## src/sv/nbat_pkg.sv

```systemverilog
// shared types, widths and codes for the neighbor blacklist aging table
package nbat_pkg;

    localparam int ENTRIES_DEFAULT = 16;

    localparam int OP_W     = 3;
    localparam int ADDR_W   = 48;
    localparam int TIME_W   = 32;
    localparam int CFG_W    = 16;
    localparam int STATUS_W = 2;
    localparam int NODE_W   = 2;

    localparam int S_TDATA_W   = 88;
    localparam int M_TDATA_W   = 8;
    localparam int CFG_INDEX_W = 1;

    localparam logic [CFG_W-1:0] REVERT_RESET = 16'd10;
    localparam logic [CFG_W-1:0] EXPIRE_RESET = 16'd30;

    localparam logic [CFG_INDEX_W-1:0] REG_REVERT = 1'd0;
    localparam logic [CFG_INDEX_W-1:0] REG_EXPIRE = 1'd1;

    localparam logic [OP_W-1:0] OP_ADD    = 3'd0;
    localparam logic [OP_W-1:0] OP_REMOVE = 3'd1;
    localparam logic [OP_W-1:0] OP_GET    = 3'd2;
    localparam logic [OP_W-1:0] OP_SET    = 3'd3;
    localparam logic [OP_W-1:0] OP_SWEEP  = 3'd4;

    localparam logic [STATUS_W-1:0] STATUS_OK      = 2'd0;
    localparam logic [STATUS_W-1:0] STATUS_NO_NODE = 2'd1;
    localparam logic [STATUS_W-1:0] STATUS_LISTED  = 2'd2;
    localparam logic [STATUS_W-1:0] STATUS_FULL    = 2'd3;

    localparam logic [NODE_W-1:0] NODE_NONE  = 2'd0;
    localparam logic [NODE_W-1:0] NODE_QUEST = 2'd1;
    localparam logic [NODE_W-1:0] NODE_PROB  = 2'd2;

    typedef struct packed {
        logic [OP_W-1:0]   operation;
        logic [ADDR_W-1:0] address;
        logic              set_probable;
        logic [TIME_W-1:0] now_seconds;
    } nbat_req_t;

    typedef struct packed {
        logic [STATUS_W-1:0] status;
        logic [NODE_W-1:0]   node_state;
    } nbat_res_t;

    typedef struct packed {
        logic [ADDR_W-1:0] address;
        logic              probable;
        logic [TIME_W-1:0] stamp;
    } nbat_entry_t;

endpackage

```

## src/sv/nbat_mem.sv

```systemverilog
// entry memory: one write port, one read port with registered read data
module nbat_mem #(
    parameter int ENTRIES = nbat_pkg::ENTRIES_DEFAULT,
    parameter int IDX_W   = (ENTRIES > 1) ? $clog2(ENTRIES) : 1
) (
    input  logic                 aclk,
    input  logic                 wr_en,
    input  logic [IDX_W-1:0]     wr_idx,
    input  nbat_pkg::nbat_entry_t wr_data,
    input  logic                 rd_en,
    input  logic [IDX_W-1:0]     rd_idx,
    output nbat_pkg::nbat_entry_t rd_data
);
    import nbat_pkg::*;

    nbat_entry_t mem [ENTRIES];

    always_ff @(posedge aclk) begin
        if (wr_en) begin
            mem[wr_idx] <= wr_data;
        end
    end

    always_ff @(posedge aclk) begin
        if (rd_en) begin
            rd_data <= mem[rd_idx];
        end
    end

endmodule

```

## src/sv/nbat_engine.sv

```systemverilog
// table walker: walks entry memory for defined ops; updates entries and valid bits
module nbat_engine #(
    parameter int ENTRIES = nbat_pkg::ENTRIES_DEFAULT
) (
    input  logic                      aclk,
    input  logic                      aresetn,
    input  logic [nbat_pkg::CFG_W-1:0] revert_seconds,
    input  logic [nbat_pkg::CFG_W-1:0] expire_seconds,
    input  logic                      req_valid,
    output logic                      req_ready,
    input  nbat_pkg::nbat_req_t       req,
    output logic                      res_valid,
    input  logic                      res_ready,
    output nbat_pkg::nbat_res_t       res
);
    import nbat_pkg::*;

    localparam int IDX_W = (ENTRIES > 1) ? $clog2(ENTRIES) : 1;
    localparam int CNT_W = $clog2(ENTRIES + 1);

    localparam logic [1:0] ST_IDLE   = 2'd0;
    localparam logic [1:0] ST_SCAN   = 2'd1;
    localparam logic [1:0] ST_FINISH = 2'd2;
    localparam logic [1:0] ST_RESP   = 2'd3;

    logic [1:0]         state_reg, state_next;
    nbat_req_t          req_reg, req_next;
    nbat_res_t          res_reg, res_next;
    logic [CNT_W-1:0]   rd_idx_reg, rd_idx_next;
    logic               chk_reg, chk_next;
    logic [IDX_W-1:0]   chk_idx_reg, chk_idx_next;
    logic               hit_reg, hit_next;
    logic [IDX_W-1:0]   hit_idx_reg, hit_idx_next;
    logic               hit_prob_reg, hit_prob_next;
    logic               free_found_reg, free_found_next;
    logic [IDX_W-1:0]   free_idx_reg, free_idx_next;
    logic [ENTRIES-1:0] valid_reg, valid_next;

    logic               rd_en;
    logic               wr_en;
    logic [IDX_W-1:0]   wr_idx;
    nbat_entry_t        wr_data;
    nbat_entry_t        rd_data;
    logic [TIME_W-1:0]  age;
    logic               chk_valid;
    logic               addr_match;

    nbat_mem #(
        .ENTRIES (ENTRIES),
        .IDX_W   (IDX_W)
    ) u_mem (
        .aclk    (aclk),
        .wr_en   (wr_en),
        .wr_idx  (wr_idx),
        .wr_data (wr_data),
        .rd_en   (rd_en),
        .rd_idx  (rd_idx_reg[IDX_W-1:0]),
        .rd_data (rd_data)
    );

    assign age        = req_reg.now_seconds - rd_data.stamp;
    assign chk_valid  = valid_reg[chk_idx_reg];
    assign addr_match = (rd_data.address == req_reg.address);

    assign req_ready = (state_reg == ST_IDLE);
    assign res_valid = (state_reg == ST_RESP);
    assign res       = res_reg;

    always_comb begin
        state_next      = state_reg;
        req_next        = req_reg;
        res_next        = res_reg;
        rd_idx_next     = rd_idx_reg;
        chk_next        = 1'b0;
        chk_idx_next    = chk_idx_reg;
        hit_next        = hit_reg;
        hit_idx_next    = hit_idx_reg;
        hit_prob_next   = hit_prob_reg;
        free_found_next = free_found_reg;
        free_idx_next   = free_idx_reg;
        valid_next      = valid_reg;
        rd_en           = 1'b0;
        wr_en           = 1'b0;
        wr_idx          = chk_idx_reg;
        wr_data.address  = rd_data.address;
        wr_data.probable = 1'b0;
        wr_data.stamp    = req_reg.now_seconds;

        unique case (state_reg)
            ST_IDLE: begin
                if (req_valid) begin
                    req_next            = req;
                    rd_idx_next         = '0;
                    hit_next            = 1'b0;
                    free_found_next     = 1'b0;
                    res_next.status     = STATUS_OK;
                    res_next.node_state = NODE_NONE;
                    if (req.operation <= OP_SWEEP) begin
                        state_next = ST_SCAN;
                    end else begin
                        state_next = ST_RESP;
                    end
                end
            end
            ST_SCAN: begin
                // issue stage
                if (rd_idx_reg < CNT_W'(ENTRIES) && !hit_reg) begin
                    rd_en        = 1'b1;
                    rd_idx_next  = rd_idx_reg + CNT_W'(1);
                    chk_next     = 1'b1;
                    chk_idx_next = rd_idx_reg[IDX_W-1:0];
                end
                // check stage, one slot behind
                if (chk_reg && !hit_reg) begin
                    if (req_reg.operation == OP_SWEEP) begin
                        if (chk_valid) begin
                            if (rd_data.probable) begin
                                if (age > {{(TIME_W-CFG_W){1'b0}}, revert_seconds}) begin
                                    wr_en = 1'b1;
                                end
                            end else if (age > {{(TIME_W-CFG_W){1'b0}}, expire_seconds}) begin
                                valid_next[chk_idx_reg] = 1'b0;
                            end
                        end
                    end else begin
                        if (chk_valid && addr_match) begin
                            hit_next      = 1'b1;
                            hit_idx_next  = chk_idx_reg;
                            hit_prob_next = rd_data.probable;
                        end
                        if (!chk_valid && !free_found_reg) begin
                            free_found_next = 1'b1;
                            free_idx_next   = chk_idx_reg;
                        end
                    end
                end
                if (hit_reg) begin
                    state_next = ST_FINISH;
                end else if (rd_idx_reg == CNT_W'(ENTRIES)) begin
                    state_next = (req_reg.operation == OP_SWEEP) ? ST_RESP : ST_FINISH;
                end
            end
            ST_FINISH: begin
                state_next       = ST_RESP;
                wr_idx           = hit_idx_reg;
                wr_data.address  = req_reg.address;
                wr_data.probable = 1'b1;
                wr_data.stamp    = req_reg.now_seconds;
                unique case (req_reg.operation)
                    OP_ADD: begin
                        if (hit_reg) begin
                            if (hit_prob_reg) begin
                                res_next.status = STATUS_LISTED;
                            end else begin
                                wr_en = 1'b1;
                            end
                        end else if (free_found_reg) begin
                            wr_en                    = 1'b1;
                            wr_idx                   = free_idx_reg;
                            valid_next[free_idx_reg] = 1'b1;
                        end else begin
                            res_next.status = STATUS_FULL;
                        end
                    end
                    OP_REMOVE: begin
                        if (hit_reg) begin
                            valid_next[hit_idx_reg] = 1'b0;
                        end else begin
                            res_next.status = STATUS_NO_NODE;
                        end
                    end
                    OP_GET: begin
                        if (hit_reg) begin
                            res_next.node_state = hit_prob_reg ? NODE_PROB : NODE_QUEST;
                        end else begin
                            res_next.status = STATUS_NO_NODE;
                        end
                    end
                    OP_SET: begin
                        if (hit_reg) begin
                            wr_en            = 1'b1;
                            wr_data.probable = req_reg.set_probable;
                        end else begin
                            res_next.status = STATUS_NO_NODE;
                        end
                    end
                    default: begin
                    end
                endcase
            end
            ST_RESP: begin
                if (res_ready) begin
                    state_next = ST_IDLE;
                end
            end
        endcase
    end

    always_ff @(posedge aclk) begin
        if (!aresetn) begin
            state_reg <= ST_IDLE;
            chk_reg   <= 1'b0;
            valid_reg <= '0;
        end else begin
            state_reg <= state_next;
            chk_reg   <= chk_next;
            valid_reg <= valid_next;
        end
    end

    always_ff @(posedge aclk) begin
        req_reg        <= req_next;
        res_reg        <= res_next;
        rd_idx_reg     <= rd_idx_next;
        chk_idx_reg    <= chk_idx_next;
        hit_reg        <= hit_next;
        hit_idx_reg    <= hit_idx_next;
        hit_prob_reg   <= hit_prob_next;
        free_found_reg <= free_found_next;
        free_idx_reg   <= free_idx_next;
    end

    a_no_write_idle: assert property (@(posedge aclk) disable iff (!aresetn)
        wr_en |-> (state_reg == ST_SCAN || state_reg == ST_FINISH))
        else $error("entry memory written outside scan or finish");

    a_chk_follows_read: assert property (@(posedge aclk) disable iff (!aresetn)
        chk_reg |-> $past(rd_en))
        else $error("check stage active without a read one cycle earlier");

    a_sweep_ok: assert property (@(posedge aclk) disable iff (!aresetn)
        (res_valid && req_reg.operation == OP_SWEEP) |-> (res.status == STATUS_OK))
        else $error("sweep reported a failure status");

    a_node_state_get: assert property (@(posedge aclk) disable iff (!aresetn)
        (res_valid && res.node_state != NODE_NONE)
            |-> (res.status == STATUS_OK && req_reg.operation == OP_GET))
        else $error("node state reported outside a successful get");

    a_valid_grows_on_add: assert property (@(posedge aclk) disable iff (!aresetn)
        ($countones(valid_reg) > $past($countones(valid_reg)))
            |-> $past(state_reg == ST_FINISH && req_reg.operation == OP_ADD))
        else $error("entry became valid outside an add");

endmodule

```

## src/sv/neighbor_blacklist_aging_table.sv

```systemverilog
// Neighbor blacklist with aging: a table of ENTRIES 48-bit addresses kept in a
// single-port-read entry memory, with valid bits in flip-flops cleared at reset.
// One item is worked on at a time; every operation from add to sweep walks the
// table one slot per cycle through the memory read port; a lookup stops early
// once it hits, and unused operation codes skip the walk.
// The result sits in an output register, so the next item is taken while a
// result still waits for transfer.
// revert_seconds and expire_seconds are written through the cfg port; the user
// must write them only while idle, and the block itself does not enforce it.
module neighbor_blacklist_aging_table #(
    parameter int ENTRIES = nbat_pkg::ENTRIES_DEFAULT
) (
    input  logic                            aclk,
    input  logic                            aresetn,
    input  logic                            s_tvalid,
    output logic                            s_tready,
    // operation[2:0], address[50:3], set_probable[51], now_seconds[83:52], zero fill
    input  logic [nbat_pkg::S_TDATA_W-1:0]   s_tdata,
    output logic                            m_tvalid,
    input  logic                            m_tready,
    // status[1:0], node_state[3:2], zero fill
    output logic [nbat_pkg::M_TDATA_W-1:0]   m_tdata,
    input  logic                            cfg_wr_en,
    input  logic [nbat_pkg::CFG_INDEX_W-1:0] cfg_wr_index,
    input  logic [nbat_pkg::CFG_W-1:0]       cfg_wr_data
);
    import nbat_pkg::*;

    logic [CFG_W-1:0]     revert_reg, revert_next;
    logic [CFG_W-1:0]     expire_reg, expire_next;
    logic                 m_tvalid_reg, m_tvalid_next;
    logic [M_TDATA_W-1:0] m_tdata_reg, m_tdata_next;

    nbat_req_t req;
    nbat_res_t res;
    logic      res_valid;
    logic      res_ready;

    assign req.operation    = s_tdata[2:0];
    assign req.address      = s_tdata[50:3];
    assign req.set_probable = s_tdata[51];
    assign req.now_seconds  = s_tdata[83:52];

    nbat_engine #(
        .ENTRIES (ENTRIES)
    ) u_engine (
        .aclk           (aclk),
        .aresetn        (aresetn),
        .revert_seconds (revert_reg),
        .expire_seconds (expire_reg),
        .req_valid      (s_tvalid),
        .req_ready      (s_tready),
        .req            (req),
        .res_valid      (res_valid),
        .res_ready      (res_ready),
        .res            (res)
    );

    assign res_ready = !m_tvalid_reg || m_tready;
    assign m_tvalid  = m_tvalid_reg;
    assign m_tdata   = m_tdata_reg;

    always_comb begin
        revert_next = revert_reg;
        expire_next = expire_reg;
        if (cfg_wr_en) begin
            unique case (cfg_wr_index)
                REG_REVERT: revert_next = cfg_wr_data;
                REG_EXPIRE: expire_next = cfg_wr_data;
            endcase
        end
    end

    always_comb begin
        m_tvalid_next = m_tvalid_reg;
        m_tdata_next  = m_tdata_reg;
        if (res_valid && res_ready) begin
            m_tvalid_next = 1'b1;
            m_tdata_next  = {{(M_TDATA_W-STATUS_W-NODE_W){1'b0}}, res.node_state, res.status};
        end else if (m_tready) begin
            m_tvalid_next = 1'b0;
        end
    end

    always_ff @(posedge aclk) begin
        if (!aresetn) begin
            revert_reg   <= REVERT_RESET;
            expire_reg   <= EXPIRE_RESET;
            m_tvalid_reg <= 1'b0;
        end else begin
            revert_reg   <= revert_next;
            expire_reg   <= expire_next;
            m_tvalid_reg <= m_tvalid_next;
        end
    end

    always_ff @(posedge aclk) begin
        m_tdata_reg <= m_tdata_next;
    end

endmodule
```

## config.mk

```make
export PLATFORM = sky130hd
export DESIGN_NAME = neighbor_blacklist_aging_table
export DESIGN_NICKNAME = d
export VERILOG_FILES = /design/src/sv/nbat_pkg.sv /design/src/sv/nbat_mem.sv /design/src/sv/nbat_engine.sv /design/src/sv/neighbor_blacklist_aging_table.sv
export SDC_FILE = /design/constraint.sdc
export NUM_CORES = 2
export LEC_CHECK = 0
export BUFFER_PORTS_ARGS = -buffer_cell sky130_fd_sc_hd__buf_2
export CAP_MARGIN = 30
export CORE_MARGIN = 2
export CORE_UTILIZATION = 25
export DETAILED_ROUTE_END_ITERATION = 7
export GPL_ROUTABILITY_DRIVEN = 0
export PLACE_DENSITY = 0.42
export SLEW_MARGIN = 20
export SYNTH_ARGS = -nofsm -noshare
export SYNTH_HDL_FRONTEND = slang
export SYNTH_SLANG_ARGS = --single-unit
```

## constraint.sdc

```tcl
create_clock -name aclk -period 12.5 [get_ports aclk]
set_input_delay 2.5 -clock aclk [delete_from_list [all_inputs] [get_ports aclk]]
set_output_delay 2.5 -clock aclk [all_outputs]
set_load 0.02 [all_outputs]
```

# Word-level counts from Yosys, hierarchy flattened

Memories as Yosys holds them, arrays and structs flattened. A register that Yosys moved wholly into a read port is not among the register bits.
Index checks and enable logic that the tools add are counted.

Flip-flop bits (word level): 164
Bits in writable memories: 1,296
Input bits: 110
Output and inout bits: 10
Logic and storage cells: 175
Memories kept: 1

Add/sub/neg operators: 2
Order comparisons: 10
Equality and inequality tests: 31
Multiplexer cells: 71
Bitwise logic cells: 7
Reduce and logical (&&, ||, !) cells: 33

Memories:

| memory             | depth | bits a word | rd ports | clocked after Yosys merged registers in | write ports | RTL line       | RTL |
|---|---|---|---|---|---|---|---|
| u_engine.u_mem.mem | 16    | 81          | 1        | 1                                       | 1           | nbat_mem.sv:16 | `nbat_entry_t mem [ENTRIES];` |

Operators with widths:

| kind                                                                   | count |
|---|---|
| 16-bit two-way mux                                                     | 8 |
| 81-bit two-way mux                                                     | 1 |
| 32-bit by 16-bit > comparator with 1-bit output                        | 2 |
| 16-bit case mux with 2 select lines                                    | 2 |
| 48-bit == test                                                         | 1 |
| 16-bit AND                                                             | 2 |
| 16-bit inverter                                                        | 2 |
| 32-bit subtractor                                                      | 1 |
| 1-bit two-way mux                                                      | 29 |
| 2-bit two-way mux                                                      | 12 |
| 4-bit two-way mux                                                      | 5 |
| 2-bit by 1-bit != test with 1-bit output (second input constant)       | 9 |
| 16-bit bitwise OR                                                      | 1 |
| 4-bit by 5-bit < comparator with 1-bit output (second input constant)  | 3 |
| 1-bit demux with 4-bit select                                          | 3 |
| 4-bit by 1-bit >= comparator with 1-bit output (second input constant) | 3 |
| 3-bit != test (second input constant)                                  | 4 |
| 4-bit AND reduction                                                    | 3 |
| 5-bit two-way mux                                                      | 2 |
| 5-bit case mux with 2 select lines                                     | 1 |
| 10-bit AND reduction                                                   | 1 |
| 5-bit AND reduction                                                    | 2 |
| 1-bit logical AND                                                      | 8 |
| 2-bit != test (second input constant)                                  | 4 |
| other kinds (28)                                                       | 45 |

# Longest topological paths before layout

Depth after elaboration: 12
Depth in mapped cells: 20
Mapped depth without buffers: 19

# Hierarchy

A second synthesis with hierarchy kept.

Cell total of the unflattened synthesis: 3,127
Area total of the unflattened synthesis: 61,438.9 sq um

Modules (own cells, without submodules):

| module                         | instances | cells each | area each (sq um) |
|---|---|---|---|
| nbat_mem                       | 1         | 2,078      | 50,831.3 |
| nbat_engine                    | 1         | 906        | 9,146.3 |
| neighbor_blacklist_aging_table | 1         | 143        | 1,461.4 |

# Worst setup path after synthesis

No wires, ideal clock.

Path type: register to register
Start: register u_engine.req_reg[0] (netlist bit)
End: memory u_engine.u_mem.mem[12][0] (netlist bit) (enable)
Library setup time: 0.720 ns
Data arrival time: 11.215 ns
Path slack: 0.565 ns
Cell stages (with the launch flop): 20
Cells stage by stage: edfxtp_1 > inv_1 > ha_1 > fa_1 > nand2b_1 > a21oi_2 > o21ai_1 > o21ai_0 > xor2_1 > ha_1 > a21oi_1 > nor2b_1 > o21ai_0 > nand2b_1 > a21oi_1 > o21ai_0 > o21bai_1 > a31oi_1 > o31a_2 > nor4_1

Word-level cells in the longest chain between the ends: 10

RTL lines:

| element                                         | RTL line           | RTL |
|---|---|---|
| start: declaration                              | nbat_engine.sv:27  | `nbat_req_t req_reg, req_next;` |
| start signal: assignment                        | nbat_engine.sv:212 | `req_reg <= req_next;` |
| 32-bit subtractor                               | nbat_engine.sv:61  | `assign age = req_reg.now_seconds - rd_data.stamp;` |
| 32-bit by 16-bit > comparator with 1-bit output | nbat_engine.sv:118 | `if (age > {{(TIME_W-CFG_W){1'b0}}, revert_seconds}) begin` |
| 1-bit two-way mux                               | nbat_engine.sv:118 |  |
| 1-bit two-way mux                               | nbat_engine.sv:117 | `if (rd_data.probable) begin` |
| 1-bit two-way mux                               | nbat_engine.sv:116 | `if (chk_valid) begin` |
| 1-bit two-way mux                               | nbat_engine.sv:115 | `if (req_reg.operation == OP_SWEEP) begin` |
| 1-bit two-way mux                               | nbat_engine.sv:114 | `if (chk_reg && !hit_reg) begin` |
| 1-bit case mux with 2 select lines              | nbat_engine.sv:89  | `unique case (state_reg)` |
| 1-bit two-way mux                               | nbat_mem.sv:19     | `if (wr_en) begin` |
| 1-bit two-way mux (not written as such)         | nbat_mem.sv:20     | `mem[wr_idx] <= wr_data;` |
| end: declaration                                | nbat_mem.sv:16     |  |

No other way between the ends.

# Worst setup path after layout

Start: register u_engine.req_reg[0] (netlist bit)
End: memory u_engine.u_mem.mem[14][37] (netlist bit) (enable)

Same word-level chain as after synthesis.

==> results.yml <==
floorplan:
  die_h_um: 500.1
  die_w_um: 500.1
  coreArea_um2: 245300
  start_util_pct: 25.09
  ios: 120
  row_count: 182
  dieArea_um2: 250100
synth:
  syn_area_per_cell_um2: 20.74
  synth_xor_area_share_pct: 1.025
  ys_types: 80
  synthTopCellsByArea: "edfxtp_1, mux4_2, dfxtp_1, ha_1, mux2_2"
  synth_top_family_by_area: "multiplexers"
  syn_area_um2: 61530
  ys.flop_type: "edfxtp_1"
  synthMuxAreaShare_pct: 16.02
  synth_top_area_share_pct: 72.67
  synth-compound-area-share_pct: 2.953
  synthAdderAreaFrac_pct: 1.436
  synth_largest_area_cell: "edfxtp_1"
  synth-edff-count: 1489
  seq_area_frac_synth_pct: 74.36
  synthArstFlopShare_pct: 0
  syn_inst: 2967
  synth-simple-area-share_pct: 2.766
  ys_warn_count: 0
  synth-seq-cells: 1541
drt:
  vias_per_cell: 4.547
  drtPass1Iterations: 5
  wl_per_cell_um: 25.53
  vias: 29677
  drt_iter0_drc: 2751
  finalWirelength_um: 166600
  antenna_left: 0
  drc: 0
sta:
  period_share_pct: 56.02
  holdWs_ns: 0.4607
  hold_violations: 0
  drv_slew: 0
  skew_ns: 0.02874
  finalSetupTns_ns: 0
  rsz0062_at_grt: "false"
  slew_headroom_pct: 33.20
  timing.fmax_ghz: 0.1428
  finalCriticalPeriod_ns: 7.002
  worst_pin_slew_ns: 0.9929
  setup_viol: 0
worst_hold_path:
  hold_depth: 2
  min_path_type: "register to register"
  hp-start: "expire_reg[9]"
  holdPathEnd: "expire_reg[9]"
critical_path:
  crit_slowest_cell: "buf_4"
  cp.arrival_ns: 7.47
  cpMostUsedCell: "o21ai_0"
  crit_path_cell_trace: "inv_1 > ha_1 > fa_1 > nand2b_1 > a21oi_2 > o21ai_1 > o21ai_0 > xor2_1 > ha_1 > a21oi_1 > nor2b_1 > o21ai_0 > nand2b_1 > a21oi_1 > o21ai_0 > o21bai_1 > a31oi_1 > o31a_2 > nor4_2 > buf_4 > buf_4 > buf_12"
  slowest_delay_ns: 0.77
  path_max_fanout: 40
  critPathKind: "register to register"
  r2r_slack_ns: 5.50
  r2r-end: "u_engine.u_mem.mem[14][37]"
  cp_data_required_time_ns: 12.96
  rr_startpoint: "u_engine.req_reg[0]"
  start_kind: "register"
  endpoint_kind: "register"
  rr_worst_depth: 22
clock_tree:
  clock_latency_ns: 0.79
  cts-root-buf: "clkbuf_16"
  path_clk_slew_ns: 0.06
  post_cts_buffers: 0
  cts_htree_levels: 4
  clock_sinks: 1541
  postCtsHoldBufs: 0
  clockBufferDepth: 3
  cts_buffers: 162
  cts_resized: 0
  tritoncts: "built"
cells_and_area:
  drive_gt1_share_pct: 27.71
  fillers: 23930
  area_delta_synth_final_pct: 16.05
  num-nets-final: 3359
  largest_reg_flops: 1296
global_routing:
  grt_overflow: 0
  track_usage_pct: 13.13
  grt_first_pass_wirelength_um: 236000
  antenna_found_initial: 22
  grt_max_degree: 87
  grt_pass1_vias: 30630
run_status:
  outcome: "finished clean"
power_and_ir_drop:
  irDropWorstVdd_mv: 0.1775
  power.density_nw_per_um2: 215.4
  leakage_nw: 22.04
place:
  portBuffers: 111
  dp_hpwl_um: 89560
job:
  maxCapViolCount: 0
[cells in the mapped netlist, types with 6 or more instances]
master / instances
nor4_1: 21
o22ai_1: 14
mux2i_1: 8
a211oi_1: 7
a21o_1: 11
or4_1: 12
clkbuf_1: 82
and2_1: 6
nand4_1: 26
o21ai_0: 28
a21boi_0: 9
xor2_1: 41
nand2_1: 129
nor3_1: 19
a21oi_1: 86
or3_1: 6
dfxtp_1: 52
nor2_1: 49
edfxtp_1: 1489
buf_1: 41
mux2_2: 48
a22oi_2: 15
nand2b_1: 13
a21oi_2: 6
o21ai_1: 6
buf_4: 8
nand3_1: 15
mux4_2: 410
o211ai_1: 14
a31oi_1: 9
inv_1: 80
nor2b_1: 20
o21a_1: 12
xnor2_1: 31
ha_1: 69
[cell type report]
cell class,instances,area (µm²),area share [%]
sequential,1541,45750,64.08
multi-input combinational,1209,15020,21.04
clock buffer,205,4258,5.963
tap,3220,4029,5.642
timing repair buffer,184,1296,1.815
clock inverter,82,725.7,1.016
inverter,81,304.0,0.4258
antenna,5,12.51,0.01752
[where the power goes]
part	total (mW)	switching (mW)	leakage, nW	internal [mW]
sequential	6.62	0.245	13.9	6.38
combinational	4.10	2.29	5.76	1.81
clock	4.65	2.03	2.42	2.62
[layout by cell type, fill, tap and decap left out, types with 18 or more instances in the layout]
master / instances
nand4_1: 26
a21oi_1: 86
clkbuf_16: 164
ha_1: 68
mux4_2: 410
buf_4: 58
dfxtp_1: 52
nand2_1: 129
clkinv_2: 18
edfxtp_1: 1489
mux2_2: 48
inv_1: 80
xnor2_1: 31
buf_2: 112
clkinv_1: 36
xor2_1: 41
o21ai_0: 28
clkbuf_1: 41
nor2b_1: 20
nor2_1: 45
[metal layers]
metal  wire [µm]  share of wire [%]  global-route usage (%)  vias to the layer above
li1            -                  -                       -                    12738
met1       79380                 48                   18.94                    16063
met2       77190                 46                   20.57                      672
met3        7421                4.5                   2.566                      198
met4        2606                1.6                   2.531                        6
met5          38              0.023                       0                        -
[metrics by stage]
| step | setup WS [ns] | instances | utilization [%] | power, mW | cell area [µm²] |
|---|---|---|---|---|---|
| CTS | 5.325 | 6519 | 29.09 | 15.64 | 71340 |
| floorplan | 0.5655 | 2970 | - | 9.586 | 61540 |
| global placement | 5.259 | 6226 | 27.01 | 10.91 | 66230 |
| finish | 5.498 | 6527 | 29.11 | 15.38 | 71400 |
| global route | 4.894 | 6523 | 29.11 | 16.14 | 71390 |
| detailed placement | 5.361 | 6232 | 27.06 | 10.93 | 66360 |
[worst max-delay path: cells and delay by family (launching register included)]
family                   cells  cell delay, ns
AND/OR/NAND/NOR              4            0.73
adder cells (fa/ha/maj)      3            0.92
XOR/XNOR                     1            0.32
buffers and inverters        4            1.86
flip-flops                   1            0.66
AO/OA/AOI/OAI               10            2.11
[logic make-up after synthesis]
| family | after synthesis |
|---|---|
| flip-flops | 1541 |
| multiplexers | 466 |
| AND/OR/NAND/NOR | 337 |
| AO/OA/AOI/OAI | 260 |
| buffers and inverters | 220 |
| XOR/XNOR | 72 |
| adder cells (fa/ha/maj) | 70 |
| other | 1 |
[how the worst max path moves through the flow]
stage                        startpoint  cells after the start                    endpoint  slack, ns
floorplan           u_engine.req_reg[0]                     19   u_engine.u_mem.mem[12][0]       0.57
CTS                 u_engine.req_reg[0]                     22  u_engine.u_mem.mem[14][51]       5.33
detailed placement  u_engine.req_reg[0]                     22  u_engine.u_mem.mem[14][56]       5.36
global route        u_engine.req_reg[0]                     22  u_engine.u_mem.mem[14][51]       4.89
finish              u_engine.req_reg[0]                     22  u_engine.u_mem.mem[14][37]       5.50
global placement    u_engine.req_reg[0]                     21  u_engine.u_mem.mem[15][56]       5.26
Power figures use the tool's default switching activity.
